--- src/ct_pkg.sv ---
`timescale 1ns / 1ps
`default_nettype none

package ct_pkg;

	// Default width of an amino-acid id
	localparam int AMINO_ID_BITS_DEF = 5;

	// Codon table geometry: three bases of two bits each
	localparam int CODON_BITS  = 6;
	localparam int TABLE_DEPTH = 1 << CODON_BITS;

	// Command codes on the input channel
	localparam logic CMD_LOAD = 1'b0;
	localparam logic CMD_TEXT = 1'b1;

	// Result kinds
	localparam logic [1:0] KIND_AMINO   = 2'd0;
	localparam logic [1:0] KIND_UNKNOWN = 2'd1;
	localparam logic [1:0] KIND_END     = 2'd2;

	// Base codes
	localparam logic [1:0] BASE_A = 2'd0;
	localparam logic [1:0] BASE_C = 2'd1;
	localparam logic [1:0] BASE_G = 2'd2;
	localparam logic [1:0] BASE_T = 2'd3;

	// Access request to the codon table
	typedef struct packed {
		logic                  wr;
		logic                  rd;
		logic [CODON_BITS-1:0] addr;
	} tbl_req_t;

endpackage

`default_nettype wire

--- src/codon_translator.sv ---
`timescale 1ns / 1ps
`default_nettype none

// codon_translator: DNA text to amino-acid ids.
// Input channel (in_valid/in_ready): command 0 loads one codon table entry,
// command 1 carries one text byte, with sequence_end on the last byte of a
// sequence. Whitespace is skipped, lower case folded, bases grouped in threes.
// Output channel (out_valid/out_ready): kind (amino, unknown, end), amino_id
// and last, which marks the end-of-sequence item.
// Throughput: one input item per cycle while the receiver keeps up. An item
// that yields two results (a codon closed by the last byte of a sequence)
// holds the input back until the first result leaves, since the output port moves one result per cycle.
// Result path: the accepting edge fills the stage-1 register and reads the
// table; the result register, which drives out_valid, is filled when the
// stage-1 item moves on, which a stalled receiver can hold back.
// Reset empties the codon table at once (per-entry valid flops), clears the
// frame, the halt flag and the loaded flag; no clearing pass is needed.
// When the receiver stalls, the result register holds, the stage-1 item
// waits behind it and in_ready drops; one pending result still lets a new
// item in if it leaves this cycle.
module codon_translator #(
	parameter int AMINO_ID_BITS = ct_pkg::AMINO_ID_BITS_DEF
) (
	input  wire                      clk,
	input  wire                      arst_n,
	input  wire                      in_valid,
	output logic                     in_ready,
	input  wire                      command,
	input  wire [7:0]                text_byte,
	input  wire                      sequence_end,
	input  wire [5:0]                entry_codon,
	input  wire                      entry_valid,
	input  wire                      entry_stop,
	input  wire [AMINO_ID_BITS-1:0]  entry_amino,
	output logic                     out_valid,
	input  wire                      out_ready,
	output logic [1:0]               kind,
	output logic [AMINO_ID_BITS-1:0] amino_id,
	output logic                     last
);

	// ---------------- frame state (advanced at accept) ----------------
	logic [3:0] held_q;
	logic [1:0] phase_q;
	logic       bad_q;
	logic       loaded_q;
	logic       halted_q;

	// ---------------- stage 1 ----------------
	logic s1_valid_q;
	logic codon_s1;
	logic bad_s1;
	logic end_s1;
	logic loaded_s1;

	// ---------------- result register ----------------
	// cnt_q counts pending results; a second pending one is always the end item
	logic [1:0]               cnt_q;
	logic [1:0]               kind_q;
	logic [AMINO_ID_BITS-1:0] amino_q;
	logic                     last_q;

	logic                     in_fire;
	logic                     is_text;
	logic                     blank;
	logic [7:0]               upper;
	logic [1:0]               base;
	logic                     base_ok;
	logic                     adv_base;
	logic                     codon_done;
	logic                     bad_now;
	ct_pkg::tbl_req_t         req;
	logic [AMINO_ID_BITS:0]   wr_data;
	logic                     tbl_valid;
	logic [AMINO_ID_BITS:0]   tbl_data;

	logic                     s2_free;
	logic                     s1_adv;
	logic                     out_fire;
	logic                     live_codon;
	logic                     codon_unknown;
	logic                     codon_stop;
	logic                     emit_codon;
	logic                     emit_end;
	logic                     halt_set;

	// ---------------- byte decode ----------------
	always_comb begin
		is_text = (command == ct_pkg::CMD_TEXT);
		blank   = (text_byte == 8'h20) || (text_byte >= 8'h09 && text_byte <= 8'h0D);
		upper   = (text_byte >= 8'h61 && text_byte <= 8'h7A) ? text_byte - 8'd32
		                                                      : text_byte;
		base    = ct_pkg::BASE_A;
		base_ok = 1'b1;
		unique case (upper)
			8'h41:   base = ct_pkg::BASE_A;
			8'h43:   base = ct_pkg::BASE_C;
			8'h47:   base = ct_pkg::BASE_G;
			8'h54:   base = ct_pkg::BASE_T;
			default: begin
				base    = ct_pkg::BASE_A;   // bad byte counts as a base, code zero
				base_ok = 1'b0;
			end
		endcase
		adv_base   = is_text && !blank;
		codon_done = adv_base && (phase_q == 2'd2);
		bad_now    = bad_q || !base_ok;
	end

	// ---------------- table access ----------------
	assign in_fire  = in_valid && in_ready;
	assign req.wr   = in_fire && !is_text;
	assign req.rd   = in_fire && codon_done;
	assign req.addr = is_text ? {held_q, base} : entry_codon;
	assign wr_data  = entry_valid ? {entry_stop, entry_amino} : '0;

	ct_table #(
		.AMINO_ID_BITS (AMINO_ID_BITS)
	) u_table (
		.clk        (clk),
		.arst_n     (arst_n),
		.req        (req),
		.wr_valid   (entry_valid),
		.wr_data    (wr_data),
		.rd_valid_q (tbl_valid),
		.rd_data_q  (tbl_data)
	);

	// ---------------- handshake ----------------
	assign out_fire = out_valid && out_ready;
	assign s2_free  = (cnt_q == 2'd0) || (cnt_q == 2'd1 && out_ready);
	assign s1_adv   = s1_valid_q && s2_free;
	assign in_ready = !s1_valid_q || s2_free;

	// ---------------- frame update ----------------
	always_ff @(posedge clk or negedge arst_n) begin
		if (!arst_n) begin
			held_q   <= '0;
			phase_q  <= '0;
			bad_q    <= 1'b0;
			loaded_q <= 1'b0;
		end else if (in_fire) begin
			if (!is_text) begin
				if (entry_valid) begin
					loaded_q <= 1'b1;
				end
			end else if (sequence_end) begin
				held_q  <= '0;
				phase_q <= '0;
				bad_q   <= 1'b0;
			end else if (adv_base) begin
				if (codon_done) begin
					held_q  <= '0;
					phase_q <= '0;
					bad_q   <= 1'b0;
				end else begin
					held_q  <= {held_q[1:0], base};
					phase_q <= phase_q + 2'd1;
					bad_q   <= bad_now;
				end
			end
		end
	end

	// ---------------- stage 1 register ----------------
	always_ff @(posedge clk or negedge arst_n) begin
		if (!arst_n) begin
			s1_valid_q <= 1'b0;
		end else if (in_fire) begin
			s1_valid_q <= 1'b1;
		end else if (s1_adv) begin
			s1_valid_q <= 1'b0;
		end
	end

	always_ff @(posedge clk) begin
		if (in_fire) begin
			codon_s1  <= codon_done;
			bad_s1    <= bad_now;
			end_s1    <= is_text && sequence_end;
			loaded_s1 <= loaded_q;
		end
	end

	// ---------------- result decision ----------------
	always_comb begin
		live_codon    = codon_s1 && loaded_s1 && !halted_q;
		codon_unknown = bad_s1 || !tbl_valid;
		codon_stop    = !codon_unknown && tbl_data[AMINO_ID_BITS];
		emit_codon    = live_codon && !codon_stop;
		halt_set      = live_codon && codon_stop;
		emit_end      = end_s1 && loaded_s1;
	end

	// halt lasts until the sequence closes
	always_ff @(posedge clk or negedge arst_n) begin
		if (!arst_n) begin
			halted_q <= 1'b0;
		end else if (s1_adv) begin
			if (end_s1) begin
				halted_q <= 1'b0;
			end else if (halt_set) begin
				halted_q <= 1'b1;
			end
		end
	end

	// ---------------- result register ----------------
	always_ff @(posedge clk or negedge arst_n) begin
		if (!arst_n) begin
			cnt_q <= '0;
		end else if (s1_adv) begin
			cnt_q <= {1'b0, emit_codon} + {1'b0, emit_end};
		end else if (out_fire) begin
			cnt_q <= cnt_q - 2'd1;
		end
	end

	always_ff @(posedge clk) begin
		if (s1_adv) begin
			if (emit_codon) begin
				kind_q  <= codon_unknown ? ct_pkg::KIND_UNKNOWN : ct_pkg::KIND_AMINO;
				amino_q <= codon_unknown ? '0 : tbl_data[AMINO_ID_BITS-1:0];
				last_q  <= 1'b0;
			end else begin
				kind_q  <= ct_pkg::KIND_END;
				amino_q <= '0;
				last_q  <= 1'b1;
			end
		end else if (out_fire && cnt_q == 2'd2) begin
			kind_q  <= ct_pkg::KIND_END;
			amino_q <= '0;
			last_q  <= 1'b1;
		end
	end

	assign out_valid = (cnt_q != 2'd0);
	assign kind      = kind_q;
	assign amino_id  = amino_q;
	assign last      = last_q;

	// ---------------- assertions ----------------
	a_cnt_range: assert property (@(posedge clk) disable iff (!arst_n)
		cnt_q != 2'd3)
		else $error("result count out of range");

	a_phase_range: assert property (@(posedge clk) disable iff (!arst_n)
		phase_q != 2'd3)
		else $error("frame phase out of range");

	a_last_is_end: assert property (@(posedge clk) disable iff (!arst_n)
		out_valid |-> (last == (kind == ct_pkg::KIND_END)))
		else $error("last flag does not match end kind");

	a_amino_zero: assert property (@(posedge clk) disable iff (!arst_n)
		(out_valid && kind != ct_pkg::KIND_AMINO) |-> (amino_id == '0))
		else $error("amino id set on a non-amino result");

	a_pair_ends: assert property (@(posedge clk) disable iff (!arst_n)
		(cnt_q == 2'd2) |-> (last == 1'b0))
		else $error("two pending results but head is an end item");

endmodule

`default_nettype wire

--- src/ct_table.sv ---
`timescale 1ns / 1ps
`default_nettype none

// Codon table: one access per cycle, registered read data.
// Entry valid bits live in flops so reset empties the table at once.
module ct_table #(
	parameter int AMINO_ID_BITS = ct_pkg::AMINO_ID_BITS_DEF
) (
	input  wire                     clk,
	input  wire                     arst_n,
	input  ct_pkg::tbl_req_t        req,
	input  wire                     wr_valid,
	input  wire [AMINO_ID_BITS:0]   wr_data,
	output logic                    rd_valid_q,
	output logic [AMINO_ID_BITS:0]  rd_data_q
);

	logic [ct_pkg::TABLE_DEPTH-1:0] vbits_q;
	logic [AMINO_ID_BITS:0]         mem_q [ct_pkg::TABLE_DEPTH];

	always_ff @(posedge clk or negedge arst_n) begin
		if (!arst_n) begin
			vbits_q    <= '0;
			rd_valid_q <= 1'b0;
		end else begin
			if (req.wr) begin
				vbits_q[req.addr] <= wr_valid;
			end
			if (req.rd) begin
				rd_valid_q <= vbits_q[req.addr];
			end
		end
	end

	always_ff @(posedge clk) begin
		if (req.wr) begin
			mem_q[req.addr] <= wr_data;
		end
		if (req.rd) begin
			rd_data_q <= mem_q[req.addr];
		end
	end

endmodule

`default_nettype wire

--- config.mk ---
export PLATFORM = sky130hd
export DESIGN_NAME = codon_translator
export DESIGN_NICKNAME = d
export VERILOG_FILES = /design/src/ct_pkg.sv /design/src/codon_translator.sv /design/src/ct_table.sv
export SDC_FILE = /design/constraint.sdc
export NUM_CORES = 1
export LEC_CHECK = 0
export BUFFER_PORTS_ARGS = -buffer_cell sky130_fd_sc_hd__buf_2
export CAP_MARGIN = 25
export CORE_UTILIZATION = 47
export CTS_CLUSTER_DIAMETER = 50
export DETAILED_ROUTE_END_ITERATION = 7
export MAX_ROUTING_LAYER = met4
export SLEW_MARGIN = 20
export SYNTH_ARGS = -nofsm -noshare
export SYNTH_HDL_FRONTEND = slang
export SYNTH_HIERARCHICAL = 1
export SYNTH_SLANG_ARGS = --single-unit
--- constraint.sdc ---
create_clock -name clk -period 2.46 [get_ports clk]
set_input_delay 0.246 -clock clk [delete_from_list [all_inputs] [get_ports clk]]
set_output_delay 0.246 -clock clk [all_outputs]
set_load 0.05 [all_outputs]
==> impl_metrics.csv, run 1 <==
group,metric,value,unit
floorplan,start_util,0.478,
finish,n_fill_cell,2923,
logic_synthesis,synth_top_cell_area_share,0.615,
pwr,clockPowerShare,0.415,
drt,drt-initial-drc-count,1246,
drt,routedWlPerCell,27.7,um
placement,io_buffers,36,
logic_synthesis,synthMuxAreaShare,0.136,
pwr,power,19.6,mW
global_route,grt_util_all_layers,0.290,
floorplan,core_area,41000,um2
global_route,grt_pass1_vias,12600,
critical_path,end_kind,"flop",
clock_tree,cts_tree,"yes",
logic_synthesis,synth_compound_area_frac,0.0694,
logic_synthesis,synth_area_leaders,"edfxtp_1 61%, dfrtp_1 9.8%, mux2_2 5.6%, mux4_2 5.3%, mux2i_1 2.7%",
placement,dp.cells,1965,
pwr,p_switching,4.72,mW
floorplan,die_x,206,um
finish,layoutNonFillerInstCount,2101,
clock_tree,cts_num_sinks,478,
drt,wirelength,58100,um
timing,setup-tns-final,-17.41,ns
logic_synthesis,yosysTopAreaCell,"edfxtp_1",
pwr,internal_power,14.9,mW
timing,report.final.slew_viol_count,0,
logic_synthesis,synth_flop_cell,"edfxtp_1",
pwr,switching_share,0.241,
global_route,grt.overflow.total,0,
drt,viasPerCell,5.94,
drt,drc,10,
hold_path,worstHoldPathType,"input pin to flop",
drt,ant_nets,0,
pwr,seq_power_share,0.467,
clock_tree,clk_pin_slew,0.06,ns
finish,final_nets,1556,
timing,setup_viol,171,
floorplan,ioPinCount,37,
floorplan,die_y,206,um
critical_path,path_max_fanout,7,
logic_synthesis,synth-simple-area-share,0.0576,
logic_synthesis,synth.avg_cell_area,16.6,um2
logic_synthesis,seq_area_frac_synth,0.713,
critical_path,cp-start-kind,"input pin",
finish,drive_above_1_share,0.452,
floorplan,die-area,42500,um2
logic_synthesis,synth-edff-count,401,
timing,worst_pin_slew,0.765,ns
timing,whs,0.127,ns
timing,max-slew-margin-rel,0.485,
timing,finalClockSkew,0.0129,ns
timing,hold_viol_final,0,
logic_synthesis,syn-num-nets,1213,
floorplan,num_rows,74,
drt,drtPass1Iterations,7,
logic_synthesis,synthArstFlopShare,0.161,
logic_synthesis,synthAdderAreaFrac,0.00383,
timing,fin_crit,2.76,ns
clock_tree,cts_max_level,2,
logic_synthesis,synth_cell_types,64,
clock_tree,cts_buffers,53,
logic_synthesis,synth_area,19600,um2
critical_path,cp.required,2.79,ns
pwr,ir_worst_vdd,0.000565,V
finish,syn_to_final_growth,33.9,%
logic_synthesis,ys_seq_elements,478,
drt,vias,12500,
critical_path,crit_arrival,3.08,ns
pwr,leakage,9.62,nW
status,outcome,"complete, but fails checks",
timing,fmax,363,MHz
clock_tree,worstSkewPairLatency,0.60,ns
finish,final_common_cell,"edfxtp_1",
global_route,grt_max_degree,65,
finish,final_cell_mix,"401 x edfxtp_1, 219 x buf_4, 93 x mux2_2",
placement,dp_hpwl,39700,um
clock_tree,cts-root-buf,"clkbuf_16",
timing,layout_worst_path_cycle_share,1.12,
logic_synthesis,synth_top_family_by_area,"multiplexers",
placement,globalplace.congestion,0.985,
global_route,grt_pass1_wl,84900,um
job,maxCapViolCount,0,
logic_synthesis,synth_xor_area_frac,0.000447,
logic_synthesis,yosysWarnings,6,
status,failed_checks,"DRC, setup timing",
pwr,p_per_area,747,nW/um2
critical_path,path_class,"input pin to flop",
logic_synthesis,synthCells,1180,
timing,rsz0062_at_grt,"true",
timing,finalWorstSetupSlack,-0.296,ns
global_route,antenna_found_initial,1,
pwr,pwr-share-comb,0.118,
clock_tree,cts_buffer_depth,3,
[metal layers]
| metal | wire length [um] | GRT usage | share of wire |
|---|---|---|---|
| met5 | 0 | - | 0 |
| met4 | 1970 | 0.0901 | 0.034 |
| met2 | 27500 | 0.451 | 0.47 |
| met1 | 23700 | 0.387 | 0.41 |
| met3 | 4950 | 0.0546 | 0.085 |
[metrics by stage]
step / worst slack [ns] / util / instance area (um2)
floorplan: -0.425 / - / 20200
global placement: -1.24 / 0.576 / 23600
detailed placement: -1.26 / 0.576 / 23600
CTS: -0.243 / 0.630 / 25900
global route: -0.353 / 0.640 / 26200
finish: -0.296 / 0.640 / 26200
[power by group through the flow]
stage / clock network (mW) / logic, mW / registers [mW]
finish: 8.13 / 2.31 / 9.16
global route: 8.56 / 2.44 / 9.18
CTS: 8.26 / 2.25 / 9.15
detailed placement: 0 / 2.14 / 9.32
global placement: 0 / 2.12 / 9.31
floorplan: 0 / 1.07 / 9.45
[cell type report]
class,instances,area (um2),area share
diodes,1,2.50,0.0000954
clock buffers,69,1450,0.0552
clock inverters,31,358,0.0136
inverters,14,67.6,0.00257
multi-input cells,617,6090,0.232
flip-flops and latches,478,14000,0.532
well taps,532,666,0.0254
repair buffers,359,3640,0.139
[kinds of logic (layout without fill, tap and decap cells)]
| kind of cell | after synthesis | after routing |
|---|---|---|
| XOR/XNOR | 1 | 1 |
| AND/OR/NAND/NOR | 228 | 228 |
| multiplexers | 196 | 196 |
| adder cells (fa/ha/maj) | 6 | 6 |
| AO/OA/AOI/OAI | 186 | 186 |
| buffers and inverters | 85 | 473 |
| other | 0 | 1 |
| flip-flops | 478 | 478 |
[cell usage after synthesis (25+ instances only)]
master and n:
a221oi_1 32, clkbuf_1 25, nand2_1 56, mux4_2 46, mux2_2 97, dfrtp_1 77
mux2i_1 53, buf_2 30, edfxtp_1 401, o21ai_0 26, a22oi_1 25, nor2_1 78
[repair_timing]
item                                   in CTS  in global routing
pin swaps                                  14                 21
setup endpoints to repair                 139                176
gates cloned                                2                  1
resized for setup                          40                 62
setup buffers                              14                 17
endpoints found under the hold margin      33                  0
hold buffers                                4                  0
[worst max-delay path, stage by stage]
cell     delay, ns
buf_12        0.11
inv_12        0.04
ha_4          0.19
o21ai_2       0.10
nor4b_4       0.25
nand3_2       0.15
o21ai_4       0.25
buf_12        0.18
buf_4         0.13
buf_8         0.12
inv_2         0.10
a221o_1       0.35
a22oi_2       0.26
o22ai_1       0.18
or4_1         0.42
[sequential cells by signal, summed over array words and instances (netlist names)]
signal              count
amino_id                5
bad_q                   1
bad_s1                  1
cnt_q                   2
codon_s1                1
end_s1                  1
halted_q                1
held_q                  4
kind                    1
last                    1
loaded_q                1
loaded_s1               1
phase_q                 2
s1_valid_q              1
u_table/mem_q         384
u_table/rd_data_q       6
u_table/rd_valid_q      1
u_table/vbits_q        64
[path summary, 6_finish.rpt]
kind                              start                    to  slack (ns)  cells past startpoint
setup / recovery           text_byte[6]  u_table/rd_data_q[0]       -0.30                     15
hold / removal             text_byte[2]             held_q[1]        0.13                      4
setup reg to reg              held_q[0]  u_table/rd_data_q[0]       -0.24                      7
hold reg to reg                  end_s1              halted_q        0.44                      1
max in group asynchronous        arst_n   u_table/vbits_q[48]        1.62                      3
min in group asynchronous        arst_n            s1_valid_q        0.16                      2
Power figures use the tool's default switching activity.
==> run 2: changes to the inputs <==
Settings changed: CELL_PAD_IN_SITES_DETAIL_PLACEMENT from default to 0, CELL_PAD_IN_SITES_GLOBAL_PLACEMENT from default to 1, PLACE_DENSITY_LB_ADDON from default to 0.1, TNS_END_PERCENT from default to 1.
==> impl_metrics.csv, run 2 (synthesis gave the netlist of run 1 again) <==
group,metric,value,unit
status,outcome,"complete, but fails checks",
status,failed_checks,"DRC, setup timing",
floorplan,start_util,0.478,
finish,largest_register_ffs,384,
global_route,grt_util_all_layers,0.291,
timing,hold_viol_final,0,
timing,finalClockSkew,0.0287,ns
clock_tree,cts_max_level,2,
finish,regMostFlops,"u_table/mem_q",
finish,top_regs,"u_table/mem_q (384), u_table/vbits_q (64), u_table/rd_data_q (6)",
finish,drive_above_1_share,0.455,
floorplan,die_y,206,um
finish,final_common_cell,"edfxtp_1",
pwr,ir_worst_vdd,0.000583,V
clock_tree,cts_num_sinks,478,
timing,report.final.slew_viol_count,0,
drt,drtPass1Iterations,7,
pwr,power,19.5,mW
clock_tree,cts-root-buf,"clkbuf_16",
pwr,p_per_area,752,nW/um2
floorplan,ioPinCount,37,
critical_path,path_class,"input pin to flop",
clock_tree,cts_buffers,52,
pwr,leakage,9.55,nW
timing,finalWorstSetupSlack,-0.353,ns
global_route,grt.overflow.total,0,
timing,layout_worst_path_cycle_share,1.14,
pwr,seq_power_share,0.471,
global_route,grt_pass1_wl,84600,um
job,maxCapViolCount,0,
floorplan,num_rows,74,
floorplan,die-area,42500,um2
drt,vias,12300,
critical_path,cp-start-kind,"input pin",
drt,ant_nets,0,
drt,routedWlPerCell,27.4,um
finish,multi_input_area,5940,um2
placement,io_buffers,36,
global_route,antenna_found_initial,2,
hold_path,worstHoldPathType,"input pin to flop",
drt,viasPerCell,5.83,
pwr,internal_power,14.7,mW
critical_path,cp.required,2.79,ns
clock_tree,clk_pin_slew,0.06,ns
clock_tree,cts_buffer_depth,3,
critical_path,end_kind,"flop",
drt,drc,16,
pwr,pwr-share-comb,0.116,
global_route,grt_max_degree,66,
timing,rsz0062_at_grt,"true",
finish,regArea,14000,um2
placement,globalplace.congestion,0.923,
finish,n_fill_cell,3076,
timing,fmax,355,MHz
floorplan,die_x,206,um
placement,dp_hpwl,39800,um
timing,max-slew-margin-rel,0.374,
finish,fin_util,0.630,
drt,drt-initial-drc-count,1149,
clock_tree,cts_tree,"yes",
finish,syn_to_final_growth,32.0,%
critical_path,path_max_fanout,5,
timing,setup_viol,10,
pwr,clockPowerShare,0.414,
timing,fin_crit,2.81,ns
pwr,p_switching,4.71,mW
clock_tree,worstSkewPairLatency,0.61,ns
drt,wirelength,57900,um
pwr,switching_share,0.242,
finish,final_nets,1569,
global_route,grt_pass1_vias,12500,
critical_path,crit_arrival,3.15,ns
finish,final_cell_mix,"401 x edfxtp_1, 254 x buf_4, 94 x mux2_2",
timing,worst_pin_slew,0.939,ns
floorplan,core_area,41000,um2
-- run 2: cell count changes in the layout (fill, tap and decap cells not counted), moves of 5 or more --
cell / change
nor2_1: +5
nor2_4: -19
buf_6: +7
buf_4: +35
nor2_2: +14
buf_12: -23
-- run 2: what timing repair did --
| action | CTS | global route |
|---|---|---|
| resized for setup | 84 | 99 |
| hold buffers | 4 | 0 |
| pin swaps | 14 | 16 |
| endpoints found under the hold margin | 43 | 0 |
| setup buffers | 17 | 9 |
| setup endpoints to repair | 455 | 300 |
-- run 2: stage by stage --
stage / area (um2) / hold slack, ns / instances / TNS [ns] / setup slack [ns]
floorplan: 19800 / -0.0496 / 1180 / -77.53 / -0.425
global placement: 23000 / 0.293 / 1984 / -434.79 / -1.47
detailed placement: 23000 / 0.307 / 1984 / -445.68 / -1.46
CTS: 25400 / 0.159 / 2103 / -1.64 / -0.313
global route: 25900 / 0.196 / 2114 / -5.90 / -0.441
finish: 25900 / 0.177 / 2115 / -1.97 / -0.353
-- run 2: area by class of cell --
class                   instances  share of cell area
multi-input cells             617               0.230
clock inverters                30              0.0129
diodes                          3            0.000290
inverters                      14             0.00252
clock buffers                  68              0.0558
repair buffers                373               0.133
flip-flops and latches        478               0.540
well taps                     532              0.0257
-- run 2: critical path, stage by stage --
cell and delay (ns):
buf_12 0.11, inv_12 0.04, ha_4 0.19, o21ai_2 0.10
nor4b_4 0.26, nand3_2 0.16, o21ai_4 0.29, buf_6 0.17
mux2_4 0.30, a221o_1 0.30, a222oi_1 0.29, o22ai_1 0.13
or4_1 0.54
-- run 2: routing by layer --
layer / track usage / wire length (um) / part of all wire
met1: 0.403 / 25500 / 0.44
met2: 0.428 / 26500 / 0.46
met3: 0.0599 / 3990 / 0.069
met4: 0.105 / 1840 / 0.032
met5: - / 0 / 0
-- run 2: final timing paths --
path / to / start / cells past startpoint / slack, ns
hold reg to reg: halted_q / end_s1 / 1 / 0.45
setup / recovery: u_table/rd_data_q[0] / text_byte[6] / 13 / -0.35
setup reg to reg: u_table/rd_data_q[4] / held_q[0] / 8 / -0.25
hold / removal: cnt_q[0] / out_ready / 4 / 0.18
max in group asynchronous: u_table/vbits_q[47] / arst_n / 3 / 1.54
min in group asynchronous: s1_valid_q / arst_n / 2 / 0.22
-- run 2: power by group through the flow --
stage | sequential, mW | combinational (mW) | clock [mW]
final | 9.16 | 2.25 | 8.05
after global routing | 9.18 | 2.39 | 8.48
after CTS | 9.16 | 2.20 | 8.19
after detailed placement | 9.32 | 2.07 | 0
after global placement | 9.31 | 2.05 | 0
after floorplan | 9.45 | 1.01 | 0
